<file path="src/hw/rtl/ttb_pkg.sv">
// shared types, constants and codes of the triangle tile binner
package ttb_pkg;

    localparam int FRACTION_BITS = 4;
    localparam int MAX_FRAME_DIM = 2048;
    localparam int MAX_TILE_ROWS = 64;

    localparam int VERT_W  = 21;
    localparam int ID_W    = 16;
    localparam int CFG_W   = 12;
    localparam int CFG_IDX_W = 2;
    localparam int PIX_W   = $clog2(MAX_FRAME_DIM);
    localparam int POS_W   = PIX_W + FRACTION_BITS;
    localparam int TILE_W  = $clog2(MAX_TILE_ROWS);
    localparam int STEP_W  = $clog2(TILE_W + 1);
    localparam int DSH_W   = CFG_W + TILE_W;

    localparam logic [CFG_W-1:0] FRAME_WIDTH_RST  = CFG_W'(1024);
    localparam logic [CFG_W-1:0] FRAME_HEIGHT_RST = CFG_W'(768);
    localparam logic [CFG_W-1:0] TILE_SIZE_RST    = CFG_W'(32);

    typedef enum logic [CFG_IDX_W-1:0] {
        CFG_FRAME_WIDTH  = 2'd0,
        CFG_FRAME_HEIGHT = 2'd1,
        CFG_TILE_SIZE    = 2'd2
    } t_cfg_idx;

    typedef enum logic [2:0] {
        S_IDLE,
        S_BOX,
        S_DIV_START,
        S_DIV_WAIT,
        S_EMIT
    } t_state;

    typedef struct packed {
        logic               start;
        logic [PIX_W-1:0]   dividend;
        logic [CFG_W-1:0]   divisor;
    } t_div_req;

    typedef struct packed {
        logic               done;
        logic [TILE_W-1:0]  quotient;
    } t_div_rsp;

endpackage

</file>
<file path="src/hw/rtl/triangle_tile_binner.sv">
// top level of the triangle tile binner
// Bins one triangle per transaction by its bounding box. After a triangle is taken, the S_BOX
// state clamps the vertices and forms the box; a triangle off screen then returns the block to
// idle with no results. Otherwise the four box edges go in turn through one shared restoring
// divider by tile_size, which finishes early when the quotient saturates at the grid edge; the
// rows then follow one a cycle while the output is not stalled. The input stays stalled until
// the last row is in the output register. Configuration writes are always ready and are meant
// for an idle block.
module triangle_tile_binner (
    input  logic                              i_clk,
    input  logic                              i_rst_n,
    input  logic                              i_cfg_valid,
    output logic                              o_cfg_ready,
    input  logic [ttb_pkg::CFG_IDX_W-1:0]     i_cfg_index,
    input  logic [ttb_pkg::CFG_W-1:0]         i_cfg_data,
    input  logic                              i_in_valid,
    output logic                              o_in_stall,
    input  logic signed [ttb_pkg::VERT_W-1:0] i_vertex0_x,
    input  logic signed [ttb_pkg::VERT_W-1:0] i_vertex0_y,
    input  logic signed [ttb_pkg::VERT_W-1:0] i_vertex1_x,
    input  logic signed [ttb_pkg::VERT_W-1:0] i_vertex1_y,
    input  logic signed [ttb_pkg::VERT_W-1:0] i_vertex2_x,
    input  logic signed [ttb_pkg::VERT_W-1:0] i_vertex2_y,
    input  logic [ttb_pkg::ID_W-1:0]          i_triangle_id,
    output logic                              o_out_valid,
    input  logic                              i_out_stall,
    output logic [ttb_pkg::ID_W-1:0]          o_triangle_out_id,
    output logic [ttb_pkg::TILE_W-1:0]        o_tile_row,
    output logic [ttb_pkg::TILE_W-1:0]        o_first_tile_col,
    output logic [ttb_pkg::TILE_W-1:0]        o_last_tile_col,
    output logic                              o_row_is_last
);

    localparam logic [ttb_pkg::POS_W:0] CEIL_ADD = (ttb_pkg::POS_W+1)'((1 << ttb_pkg::FRACTION_BITS) - 1);

    function automatic logic [ttb_pkg::PIX_W-1:0] dim_m1(input logic [ttb_pkg::CFG_W-1:0] d);
        if (d == '0) begin
            return '0;
        end else if (32'(d) > ttb_pkg::MAX_FRAME_DIM) begin
            return ttb_pkg::PIX_W'(ttb_pkg::MAX_FRAME_DIM - 1);
        end else begin
            return ttb_pkg::PIX_W'(d - 1'b1);
        end
    endfunction

    function automatic logic [ttb_pkg::POS_W-1:0] clamp_pos(
        input logic signed [ttb_pkg::VERT_W-1:0] v,
        input logic [ttb_pkg::POS_W-1:0]         hi
    );
        if (v[ttb_pkg::VERT_W-1]) begin
            return '0;
        end else if (v[ttb_pkg::VERT_W-2:0] > (ttb_pkg::VERT_W-1)'(hi)) begin
            return hi;
        end else begin
            return v[ttb_pkg::POS_W-1:0];
        end
    endfunction

    function automatic logic [ttb_pkg::POS_W-1:0] min3(
        input logic [ttb_pkg::POS_W-1:0] a,
        input logic [ttb_pkg::POS_W-1:0] b,
        input logic [ttb_pkg::POS_W-1:0] c
    );
        logic [ttb_pkg::POS_W-1:0] m;
        m = (a < b) ? a : b;
        return (m < c) ? m : c;
    endfunction

    function automatic logic [ttb_pkg::POS_W-1:0] max3(
        input logic [ttb_pkg::POS_W-1:0] a,
        input logic [ttb_pkg::POS_W-1:0] b,
        input logic [ttb_pkg::POS_W-1:0] c
    );
        logic [ttb_pkg::POS_W-1:0] m;
        m = (a > b) ? a : b;
        return (m > c) ? m : c;
    endfunction

    ttb_pkg::t_state                    r_state, n_state;
    logic [ttb_pkg::CFG_W-1:0]          r_frame_width;
    logic [ttb_pkg::CFG_W-1:0]          r_frame_height;
    logic [ttb_pkg::CFG_W-1:0]          r_tile_size;

    logic signed [ttb_pkg::VERT_W-1:0]  r_vx [3];
    logic signed [ttb_pkg::VERT_W-1:0]  r_vy [3];
    logic [ttb_pkg::ID_W-1:0]           r_id;
    logic [ttb_pkg::PIX_W-1:0]          r_pix [4];
    logic [ttb_pkg::TILE_W-1:0]         r_quo [4];
    logic [1:0]                         r_div_idx;
    logic [ttb_pkg::TILE_W-1:0]         r_row;

    logic                               r_out_valid;
    logic [ttb_pkg::ID_W-1:0]           r_out_id;
    logic [ttb_pkg::TILE_W-1:0]         r_out_row;
    logic [ttb_pkg::TILE_W-1:0]         r_out_first;
    logic [ttb_pkg::TILE_W-1:0]         r_out_last;
    logic                               r_out_is_last;

    logic [ttb_pkg::POS_W-1:0]          xmax, ymax;
    logic [ttb_pkg::POS_W-1:0]          cx [3];
    logic [ttb_pkg::POS_W-1:0]          cy [3];
    logic [ttb_pkg::POS_W-1:0]          min_x, max_x, min_y, max_y;
    logic [ttb_pkg::POS_W:0]            ceil_x, ceil_y;
    logic                               reject;
    logic                               in_acc;
    logic                               out_load;
    logic                               row_last;
    ttb_pkg::t_div_req                  div_req;
    ttb_pkg::t_div_rsp                  div_rsp;

    ttb_div u_div (
        .i_clk   (i_clk),
        .i_rst_n (i_rst_n),
        .i_req   (div_req),
        .o_rsp   (div_rsp)
    );

    // box of the clamped vertices
    always_comb begin
        xmax = {dim_m1(r_frame_width), ttb_pkg::FRACTION_BITS'(0)};
        ymax = {dim_m1(r_frame_height), ttb_pkg::FRACTION_BITS'(0)};
        for (int i = 0; i < 3; i++) begin
            cx[i] = clamp_pos(r_vx[i], xmax);
            cy[i] = clamp_pos(r_vy[i], ymax);
        end
        min_x  = min3(cx[0], cx[1], cx[2]);
        max_x  = max3(cx[0], cx[1], cx[2]);
        min_y  = min3(cy[0], cy[1], cy[2]);
        max_y  = max3(cy[0], cy[1], cy[2]);
        ceil_x = {1'b0, max_x} + CEIL_ADD;
        ceil_y = {1'b0, max_y} + CEIL_ADD;
        reject = (min_x >= xmax) || (max_x == '0) || (min_y >= ymax) || (max_y == '0);
    end

    always_comb begin
        n_state          = r_state;
        in_acc           = 1'b0;
        out_load         = 1'b0;
        row_last         = (r_row == r_quo[3]);
        div_req.start    = 1'b0;
        div_req.dividend = r_pix[r_div_idx];
        div_req.divisor  = (r_tile_size == '0) ? ttb_pkg::CFG_W'(1) : r_tile_size;
        unique case (r_state)
            ttb_pkg::S_IDLE: begin
                in_acc = i_in_valid;
                if (i_in_valid) begin
                    n_state = ttb_pkg::S_BOX;
                end
            end
            ttb_pkg::S_BOX: begin
                n_state = reject ? ttb_pkg::S_IDLE : ttb_pkg::S_DIV_START;
            end
            ttb_pkg::S_DIV_START: begin
                div_req.start = 1'b1;
                n_state       = ttb_pkg::S_DIV_WAIT;
            end
            ttb_pkg::S_DIV_WAIT: begin
                if (div_rsp.done) begin
                    n_state = (r_div_idx == 2'd3) ? ttb_pkg::S_EMIT : ttb_pkg::S_DIV_START;
                end
            end
            ttb_pkg::S_EMIT: begin
                out_load = !r_out_valid || !i_out_stall;
                if (out_load && row_last) begin
                    n_state = ttb_pkg::S_IDLE;
                end
            end
            default: begin
                n_state = ttb_pkg::S_IDLE;
            end
        endcase
    end

    always_ff @(posedge i_clk) begin
        if (!i_rst_n) begin
            r_state <= ttb_pkg::S_IDLE;
        end else begin
            r_state <= n_state;
        end
    end

    always_ff @(posedge i_clk) begin
        if (!i_rst_n) begin
            r_frame_width  <= ttb_pkg::FRAME_WIDTH_RST;
            r_frame_height <= ttb_pkg::FRAME_HEIGHT_RST;
            r_tile_size    <= ttb_pkg::TILE_SIZE_RST;
        end else if (i_cfg_valid) begin
            unique case (i_cfg_index)
                ttb_pkg::CFG_FRAME_WIDTH:  r_frame_width  <= i_cfg_data;
                ttb_pkg::CFG_FRAME_HEIGHT: r_frame_height <= i_cfg_data;
                ttb_pkg::CFG_TILE_SIZE:    r_tile_size    <= i_cfg_data;
                default: begin
                end
            endcase
        end
    end

    always_ff @(posedge i_clk) begin
        if (!i_rst_n) begin
            r_div_idx <= '0;
        end else if (r_state == ttb_pkg::S_BOX) begin
            r_div_idx <= '0;
        end else if (r_state == ttb_pkg::S_DIV_WAIT && div_rsp.done) begin
            r_div_idx <= r_div_idx + 1'b1;
        end
    end

    // payload of the transaction in flight
    always_ff @(posedge i_clk) begin
        if (in_acc) begin
            r_vx[0] <= i_vertex0_x;
            r_vy[0] <= i_vertex0_y;
            r_vx[1] <= i_vertex1_x;
            r_vy[1] <= i_vertex1_y;
            r_vx[2] <= i_vertex2_x;
            r_vy[2] <= i_vertex2_y;
            r_id    <= i_triangle_id;
        end
        if (r_state == ttb_pkg::S_BOX) begin
            r_pix[0] <= min_x[ttb_pkg::POS_W-1:ttb_pkg::FRACTION_BITS];
            r_pix[1] <= min_y[ttb_pkg::POS_W-1:ttb_pkg::FRACTION_BITS];
            r_pix[2] <= ceil_x[ttb_pkg::POS_W-1:ttb_pkg::FRACTION_BITS];
            r_pix[3] <= ceil_y[ttb_pkg::POS_W-1:ttb_pkg::FRACTION_BITS];
        end
        if (r_state == ttb_pkg::S_DIV_WAIT && div_rsp.done) begin
            r_quo[r_div_idx] <= div_rsp.quotient;
        end
        if (r_state == ttb_pkg::S_DIV_WAIT && div_rsp.done && r_div_idx == 2'd3) begin
            r_row <= r_quo[1];
        end else if (out_load) begin
            r_row <= r_row + 1'b1;
        end
    end

    always_ff @(posedge i_clk) begin
        if (!i_rst_n) begin
            r_out_valid <= 1'b0;
        end else if (out_load) begin
            r_out_valid <= 1'b1;
        end else if (!i_out_stall) begin
            r_out_valid <= 1'b0;
        end
    end

    always_ff @(posedge i_clk) begin
        if (out_load) begin
            r_out_id      <= r_id;
            r_out_row     <= r_row;
            r_out_first   <= r_quo[0];
            r_out_last    <= r_quo[2];
            r_out_is_last <= row_last;
        end
    end

    assign o_cfg_ready       = 1'b1;
    assign o_in_stall        = (r_state != ttb_pkg::S_IDLE);
    assign o_out_valid       = r_out_valid;
    assign o_triangle_out_id = r_out_id;
    assign o_tile_row        = r_out_row;
    assign o_first_tile_col  = r_out_first;
    assign o_last_tile_col   = r_out_last;
    assign o_row_is_last     = r_out_is_last;

endmodule

</file>
<file path="src/hw/rtl/ttb_div.sv">
// restoring divider, one quotient bit a cycle, quotient saturated to the tile grid
module ttb_div (
    input  logic              i_clk,
    input  logic              i_rst_n,
    input  ttb_pkg::t_div_req i_req,
    output ttb_pkg::t_div_rsp o_rsp
);

    localparam logic [ttb_pkg::STEP_W-1:0] TOP_STEP = ttb_pkg::STEP_W'(ttb_pkg::TILE_W);

    logic                          r_busy;
    logic [ttb_pkg::STEP_W-1:0]    r_step;
    logic [ttb_pkg::PIX_W-1:0]     r_rem;
    logic [ttb_pkg::CFG_W-1:0]     r_dvs;
    logic [ttb_pkg::TILE_W-1:0]    r_quo;

    logic [ttb_pkg::DSH_W-1:0]     dsh;
    logic                          ge;
    logic [ttb_pkg::TILE_W-1:0]    quo_bit;

    always_comb begin
        dsh     = ttb_pkg::DSH_W'(r_dvs) << r_step;
        ge      = ttb_pkg::DSH_W'(r_rem) >= dsh;
        quo_bit = ttb_pkg::TILE_W'(1) << r_step;
        o_rsp.done     = r_busy && ((r_step == TOP_STEP && ge) || r_step == '0);
        if (r_step == TOP_STEP) begin
            o_rsp.quotient = '1;
        end else begin
            o_rsp.quotient = ge ? (r_quo | quo_bit) : r_quo;
        end
    end

    always_ff @(posedge i_clk) begin
        if (!i_rst_n) begin
            r_busy <= 1'b0;
            r_step <= '0;
        end else if (i_req.start) begin
            r_busy <= 1'b1;
            r_step <= TOP_STEP;
        end else if (r_busy) begin
            if (o_rsp.done) begin
                r_busy <= 1'b0;
            end else begin
                r_step <= r_step - 1'b1;
            end
        end
    end

    always_ff @(posedge i_clk) begin
        if (i_req.start) begin
            r_rem <= i_req.dividend;
            r_dvs <= i_req.divisor;
            r_quo <= '0;
        end else if (r_busy && r_step != TOP_STEP && ge) begin
            r_rem <= r_rem - dsh[ttb_pkg::PIX_W-1:0];
            r_quo <= r_quo | quo_bit;
        end
    end

endmodule

</file>
<file path="config.mk">
export PLATFORM = sky130hd
export DESIGN_NAME = triangle_tile_binner
export DESIGN_NICKNAME = d
export VERILOG_FILES = /design/src/hw/rtl/ttb_pkg.sv /design/src/hw/rtl/triangle_tile_binner.sv /design/src/hw/rtl/ttb_div.sv
export SDC_FILE = /design/constraint.sdc
export NUM_CORES = 1
export LEC_CHECK = 0
export ABC_AREA = 1
export BUFFER_PORTS_ARGS = -buffer_cell sky130_fd_sc_hd__buf_2
export CAP_MARGIN = 20
export CORE_ASPECT_RATIO = 2
export CORE_UTILIZATION = 45
export CTS_CLUSTER_SIZE = 20
export DETAILED_ROUTE_END_ITERATION = 7
export HOLD_SLACK_MARGIN = 0.05
export MAX_ROUTING_LAYER = met4
export PLACE_DENSITY = 0.75
export SYNTH_ARGS = -nofsm -noshare
export SYNTH_HDL_FRONTEND = slang
export SYNTH_HIERARCHICAL = 1
export SYNTH_SLANG_ARGS = --single-unit
</file>
<file path="constraint.sdc">
create_clock -name i_clk -period 8.85 [get_ports i_clk]
set_input_delay 0.885 -clock i_clk [delete_from_list [all_inputs] [get_ports i_clk]]
set_output_delay 0.885 -clock i_clk [all_outputs]
set_load 0.01 [all_outputs]
</file>
==> load_flow_metrics.sql, run 1 <==
INSERT INTO impl_metrics (metric_group, metric, value, unit) VALUES
('synth', 'synthesis.nets', '2696', ''),
('cts', 'cts_buffers', '29', ''),
('die', 'initial_core_util', '0.455', ''),
('setup_path', 'critical-path-max-stage-delay', '420', 'ps'),
('outcome', 'failing_checks', 'DRC', ''),
('placed_design', 'dpl.hpwl', '52400', 'um'),
('cts', 'clock_transition_at_path_regs', '70', 'ps'),
('global_route', 'grt_usage', '0.288', ''),
('synth', 'netlist_instances', '2337', ''),
('routing', 'vias', '18300', ''),
('synth', 'synthFlopType', 'edfxtp_1', ''),
('synth', 'yosys_warnings', '6', ''),
('outcome', 'run_status', 'finished, violations left', ''),
('setup_path', 'worst-endpoint-required', '9210', 'ps'),
('setup_path', 'cell_type_of_the_slowest_stage_on_the_worst_timing_path', 'a2111oi_4', ''),
('setup_path', 'worstSetupPathType', 'register to register', ''),
('timing', 'achievable-frequency', '118', 'MHz'),
('placed_design', 'gp_congestion', '1.08', ''),
('synth', 'ys_ff_latch', '328', ''),
('global_route', 'grt_start_max_net_pins', '82', ''),
('timing', 'report.final.setup_viol', '0', ''),
('die', 'die-height', '303', 'um'),
('power_and_ir_drop', 'fin_total_pwr', '7930', 'uW'),
('job', 'maxCapViolCount', '0', ''),
('cts', 'clkSinkCount', '328', ''),
('synth', 'async_reset_ff_frac', '0', ''),
('synth', 'syn_area', '0.0204', 'mm^2'),
('power_and_ir_drop', 'ir_worst_vdd', '200', 'uV'),
('routing', 'number_of_iterations_in_the_first_detailed_routing_pass', '8', ''),
('routing', 'ant_nets', '0', ''),
('synth', 'seq_area_frac_synth', '0.456', ''),
('power_and_ir_drop', 'p_leak', '0.0111', 'uW'),
('cts', 'cts_tree', 'yes', ''),
('routing', 'drcViolationCount', '9', ''),
('hold_path', 'min_delay_path_depth', '0', ''),
('die', 'design.portCount', '199', ''),
('hold_path', 'hold_class', 'register to register', ''),
('setup_path', 'reg2reg_depth', '45', ''),
('hold_path', 'hp-start', 'r_id[0]', ''),
('setup_path', 'r2r-start', 'r_frame_height[0]', ''),
('cells_and_area', 'final_layout_size_suffix_gt1_frac', '0.214', ''),
('timing', 'finalMaxSlewViolations', '0', ''),
('cts', 'root_buffer_cell', 'clkbuf_16', ''),
('timing', 'share_of_the_clock_period_used_by_the_worst_path_after_layout', '0.955', ''),
('placed_design', 'placement.cell_area', '0.0233', 'mm^2'),
('setup_path', 'cp_most_frequent_cell', 'nand2_1', ''),
('placed_design', 'buffer_ports.inserted', '197', ''),
('cells_and_area', 'finalNetCount', '3067', ''),
('setup_path', 'timing.critical_path.fanout_max', '16', ''),
('cells_and_area', 'layout_commonest_cell', 'nand2_1', ''),
('cts', 'clock_insertion_delay_worst_skew', '610', 'ps'),
('setup_path', 'crit_arrival', '8800', 'ps'),
('timing', 'final_count_of_hold_timing_violations', '0', ''),
('global_route', 'first_global_vias', '18400', ''),
('die', 'fp.coreArea', '0.0449', 'mm^2'),
('power_and_ir_drop', 'cellPowerDensity', '321', 'mW/mm^2'),
('timing', 'finalClockSkew', '11.9', 'ps'),
('timing', 'period_minus_slack', '8450', 'ps'),
('cells_and_area', 'antenna_cells', '0', ''),
('cells_and_area', 'area_added_between_synthesis_and_finish', '21.0', '%'),
('die', 'placement_rows', '110', ''),
('hold_path', 'timing.hold.worst_endpoint', 'o_triangle_out_id[0]', ''),
('cts', 'cts-root-to-sink-buffers', '3', ''),
('routing', 'drt_iter0_markers', '928', ''),
('die', 'fp.dieW', '153', 'um'),
('die', 'full_die_area', '0.0462', 'mm^2'),
('routing', 'vias_per_cell', '5.56', ''),
('global_route', 'number_of_antenna_violations_at_the_first_check_in_global_routing', '0', ''),
('synth', 'post_synth_edffs', '274', ''),
('setup_path', 'worstSetupEndpointType', 'register', ''),
('setup_path', 'critical_path.reg2reg.endpoint', 'r_pix[3][8]', ''),
('timing', 'maxSlewHeadroom', '0.308', ''),
('cts', 'cts_h_tree_lvls', '1', ''),
('timing', 'measured_slew_at_the_worst_slew_check_pin', '1040', 'ps'),
('setup_path', 'timing.critical_path.from_type', 'register', ''),
('cells_and_area', 'mostFrequentLayoutCells', 'nand2_1, edfxtp_1, inv_1, buf_4, buf_2', ''),
('synth', 'postSynthAreaPerCell', '8.73', 'um^2'),
('synth', 'synth.distinct_cells', '61', ''),
('timing', 'final.setup.tns', '0', 'ps'),
('global_route', 'grt_pass1_wl', '97300', 'um'),
('global_route', 'grt_overflow', '0', ''),
('setup_path', 'r2r_setup_slk', '400', 'ps'),
('routing', 'wire_per_inst', '19.8', 'um'),
('routing', 'wl', '65300', 'um'),
('cells_and_area', 'design_area', '0.0247', 'mm^2');
## how the worst max path moves through the flow
stage / from / endpoint / slack (ps) / cells past startpoint
after floorplan: r_frame_height[0] / r_state[1] / 1010 / 54
after global placement: r_frame_height[0] / r_state[1] / 220 / 52
after detailed placement: r_frame_height[0] / r_state[1] / -10 / 51
after CTS: r_frame_height[0] / r_state[1] / 20 / 53
after global routing: r_frame_height[0] / r_state[1] / -220 / 61
final: r_frame_height[0] / r_pix[3][8] / 400 / 45
## report_power, final
part | switching [uW] | leakage (uW) | internal (uW)
Combinational | 2680 | 0.00766 | 1670
Clock | 589 | 0.000459 | 705
Sequential | 154 | 0.00301 | 2130
Total | 3420 | 0.0111 | 4510
## Yosys cell counts, types with 27 or more instances
library cell	n	area (um^2)
nor3_1	48	240
clkbuf_1	57	214
edfxtp_1	274	8230
xor2_1	27	236
inv_1	269	1010
nor2_1	188	706
ha_1	197	2460
nand3_1	159	796
nand2_1	477	1790
nand4_1	42	263
o211ai_1	32	240
dfxtp_1	54	1080
a21oi_1	126	631
o21ai_0	168	841
## worst max-delay path: cells and delay by family (launching register included)
family,cells,cell delay (ps)
and+or+nand+nor,24,3800
buffers and inverters,9,1500
AOI/OAI and AO/OA,7,1360
adders and majority gates,4,1050
DFF,1,350
xor gates and xnor gates,1,100
## area by class of cell
class / count / area [um^2]
fill: 4027 / 20200
tap: 560 / 701
clock buffer: 35 / 758
multi-input combinational: 1655 / 9990
inverter: 285 / 1080
clock inverter: 19 / 200
sequential: 328 / 9310
timing repair buffer: 409 / 2650
## per-stage QoR
stage / instances / util / hold slack, ps / worst slack (ps)
3_3_place_gp: 3217 / 0.519 / 400 / 218
6_report: 3291 / 0.550 / 417 / 402
5_1_grt: 3291 / 0.550 / 425 / -225
3_5_place_dp: 3217 / 0.519 / 405 / -13.4
2_1_floorplan: 2337 / - / 400 / 1010
4_1_cts: 3271 / 0.541 / 421 / 22.9
## routing by layer
layer / share of wire / routed length (um) / GRT usage / vias up
met5: 0 / 0 / - / -
met3: 0.043 / 2780 / 0.0335 / 307
met1: 0.30 / 19700 / 0.227 / 8517
li1: - / - / - / 8785
met4: 0.11 / 6890 / 0.269 / 0
met2: 0.55 / 36000 / 0.565 / 705
## flip-flops by register name (all words and copies together), names as in the netlist, 16 cells and up, named ones only
signal / cells
r_vx: 63
r_vy: 63
r_pix: 44
r_quo: 24
o_triangle_out_id: 16
r_id: 16
## cell families after synthesis
group,share of synthesized area
AOI/OAI and AO/OA,0.111
xor gates and xnor gates,0.0142
adders and majority gates,0.122
buffers and inverters,0.0676
DFF,0.456
other,0.000184
and+or+nand+nor,0.229
## what timing repair did
action | CTS | global route
gates cloned | 0 | 1
buffers inserted | 0 | 19
endpoints found under the setup margin | 1 | 17
hold buffers | 0 | 0
gates resized for setup | 6 | 65
endpoints found under the hold margin | 0 | 0
pin swaps | 0 | 17
Note: power is estimated with default switching activity, not from simulation.
==> inputs of run 2 (changes only) <==
Settings changed: CORE_ASPECT_RATIO 2 to not set.
==> run 2 against run 1 <==
Total power is 4.7% lower. The run now ends clean. Largest cell class unchanged. Setup slack better by 130 ps. Sequential cell count stayed put. Register-to-register slack better by 130 ps. Non-clock buffer count is 132 lower.
==> load_flow_metrics.sql, run 2 (same netlist as run 1, synthesis figures left out) <==
INSERT INTO impl_metrics (metric_group, metric, value, unit) VALUES
('outcome', 'run_status', 'finished clean', ''),
('setup_path', 'worst-endpoint-required', '9280', 'ps'),
('routing', 'drcViolationCount', '0', ''),
('timing', 'finalMaxSlewViolations', '0', ''),
('cells_and_area', 'instances_no_fill', '3200', ''),
('cts', 'hold_buffers', '0', ''),
('placed_design', 'placement.cell_area', '0.0223', 'mm^2'),
('cells_and_area', 'layout_commonest_cell', 'nand2_1', ''),
('die', 'placement_rows', '77', ''),
('placed_design', 'gp_congestion', '0.973', ''),
('global_route', 'grt_start_max_net_pins', '78', ''),
('setup_path', 'reg2reg_depth', '55', ''),
('placed_design', 'dpl.hpwl', '45500', 'um'),
('power_and_ir_drop', 'cellPowerDensity', '317', 'mW/mm^2'),
('cells_and_area', 'design_area', '0.0239', 'mm^2'),
('timing', 'measured_slew_at_the_worst_slew_check_pin', '938', 'ps'),
('cts', 'clock_insertion_delay_worst_skew', '550', 'ps'),
('die', 'design.portCount', '199', ''),
('setup_path', 'worstSetupEndpointType', 'register', ''),
('hold_path', 'hp-start', 'r_id[9]', ''),
('timing', 'share_of_the_clock_period_used_by_the_worst_path_after_layout', '0.940', ''),
('hold_path', 'hold_class', 'register to register', ''),
('timing', 'setup_ws', '527', 'ps'),
('cells_and_area', 'finalNetCount', '2943', ''),
('die', 'fp.dieW', '215', 'um'),
('cells_and_area', 'antenna_cells', '0', ''),
('die', 'die-height', '215', 'um'),
('setup_path', 'crit_arrival', '8750', 'ps'),
('global_route', 'grt_usage', '0.254', ''),
('global_route', 'grt_pass1_wl', '89700', 'um'),
('setup_path', 'critical_path.reg2reg.endpoint', 'r_state[1]', ''),
('power_and_ir_drop', 'ir_worst_vdd', '197', 'uV'),
('timing', 'final.setup.tns', '0', 'ps'),
('setup_path', 'capture_point_of_the_worst_path', 'r_state[1]', ''),
('placed_design', 'buffer_ports.inserted', '197', ''),
('cts', 'cts_tree', 'yes', ''),
('routing', 'wire_per_inst', '18.0', 'um'),
('cells_and_area', 'layout.filler_cells', '4023', ''),
('global_route', 'grt_overflow', '0', ''),
('routing', 'vias', '17500', ''),
('routing', 'vias_per_cell', '5.46', ''),
('placed_design', 'pre_cts_ws', '-119', 'ps'),
('timing', 'report.final.setup_viol', '0', ''),
('setup_path', 'cp_most_frequent_cell', 'nand2_1', ''),
('setup_path', 'timing.critical_path.from_type', 'register', ''),
('die', 'full_die_area', '0.0462', 'mm^2'),
('cts', 'cts_h_tree_lvls', '2', ''),
('timing', 'finalClockSkew', '15.4', 'ps'),
('cts', 'cts-root-to-sink-buffers', '3', ''),
('setup_path', 'cell_type_of_the_slowest_stage_on_the_worst_timing_path', 'o21ai_0', ''),
('cells_and_area', 'multiInputGateArea', '0.00994', 'mm^2'),
('setup_path', 'r2r-start', 'r_frame_height[0]', ''),
('routing', 'wl', '57500', 'um'),
('global_route', 'first_global_vias', '16700', ''),
('setup_path', 'timing.critical_path.fanout_max', '11', ''),
('timing', 'period_minus_slack', '8320', 'ps'),
('setup_path', 'critical-path-max-stage-delay', '430', 'ps'),
('cells_and_area', 'layout.area.seq', '0.00931', 'mm^2'),
('die', 'fp.coreArea', '0.0445', 'mm^2'),
('cells_and_area', 'mostFrequentLayoutCells', 'nand2_1, edfxtp_1, inv_1, buf_2, ha_1', ''),
('cts', 'cts_buffers', '36', ''),
('job', 'maxCapViolCount', '0', ''),
('cells_and_area', 'final_layout_size_suffix_gt1_frac', '0.179', ''),
('setup_path', 'worstSetupPathType', 'register to register', ''),
('routing', 'number_of_iterations_in_the_first_detailed_routing_pass', '6', ''),
('routing', 'drt_iter0_markers', '1636', ''),
('placed_design', 'post-place-cells', '3121', ''),
('cells_and_area', 'area_added_between_synthesis_and_finish', '17.1', '%'),
('cells_and_area', 'largestRegisters', 'r_vx: 63 flops, r_vy: 63 flops, r_pix: 44 flops', ''),
('timing', 'achievable-frequency', '120', 'MHz'),
('routing', 'ant_nets', '0', ''),
('timing', 'hold_slack', '416', 'ps'),
('timing', 'maxSlewHeadroom', '0.375', ''),
('cts', 'clock_transition_at_path_regs', '60', 'ps'),
('cts', 'root_buffer_cell', 'clkbuf_16', ''),
('setup_path', 'r2r_setup_slk', '530', 'ps'),
('die', 'initial_core_util', '0.458', ''),
('global_route', 'number_of_antenna_violations_at_the_first_check_in_global_routing', '0', ''),
('setup_path', 'critical_path.startpoint', 'r_frame_height[0]', ''),
('timing', 'final_count_of_hold_timing_violations', '0', ''),
('cts', 'clkSinkCount', '328', ''),
('power_and_ir_drop', 'p_leak', '0.0106', 'uW');
run 2: cell types whose count changed in the layout (fill, tap and decap cells not counted), moves of 4 or more:
cell and delta:
o21ai_1 +5, buf_4 -131, o21ai_2 +5, clkbuf_16 +8
o21ai_0 -10, ha_1 +4, nor3_2 +5, ha_4 -5
run 2: metal layers:
metal  track usage  wire length, um  up-vias
li1              -                -     8544
met1         0.349            26400     8214
met2         0.393            26000      620
met3        0.0328             3760       95
met4        0.0738             1330        0
met5             -                0        -
run 2: timing repair:
| item | in CTS | in global routing |
|---|---|---|
| gates cloned | 0 | 3 |
| endpoints found under the setup margin | 1 | 11 |
| pin swaps | 0 | 16 |
| gates resized for setup | 4 | 80 |
| buffers inserted | 0 | 13 |
run 2: cell type report:
| class | count | share of cell area |
|---|---|---|
| clock buffers | 42 | 0.0396 |
| clock inverters | 20 | 0.00927 |
| inverters | 285 | 0.0454 |
| multi-input cells | 1654 | 0.416 |
| flip-flops and latches | 328 | 0.390 |
| well taps | 592 | 0.0310 |
| repair buffers | 277 | 0.0682 |
| repair inverters | 2 | 0.000524 |
run 2: through the flow:
stage           util  power (uW)
2_1_floorplan      -        4770
3_3_place_gp   0.502        5800
3_5_place_dp   0.502        5900
4_1_cts        0.528        7430
5_1_grt        0.537        8130
6_report       0.537        7560
run 2: worst min path at each step:
stage / slack, ps / cells past startpoint / endpoint
final: 420 / 0 / o_triangle_out_id[9]
after global routing: 420 / 0 / o_triangle_out_id[7]
after CTS: 420 / 0 / o_triangle_out_id[7]
after detailed placement: 400 / 0 / o_last_tile_col[0]
after global placement: 400 / 0 / o_triangle_out_id[11]
after floorplan: 400 / 0 / o_first_tile_col[0]
run 2: worst max-delay path: cells and delay by family (launching register included):
kind            cells  cell delay [ps]
simple gates       30             3550
compound gates      9             1850
buf+inv            12             1620
fa+ha+maj           4              830
flops               1              340
run 2: power breakdown:
part	switching, uW	internal (uW)	leakage, uW	total (uW)
Sequential	165	2130	0.00301	2300
Clock	615	886	0.000568	1500
Combinational	2430	1330	0.00702	3760
Total	3210	4350	0.0106	7560
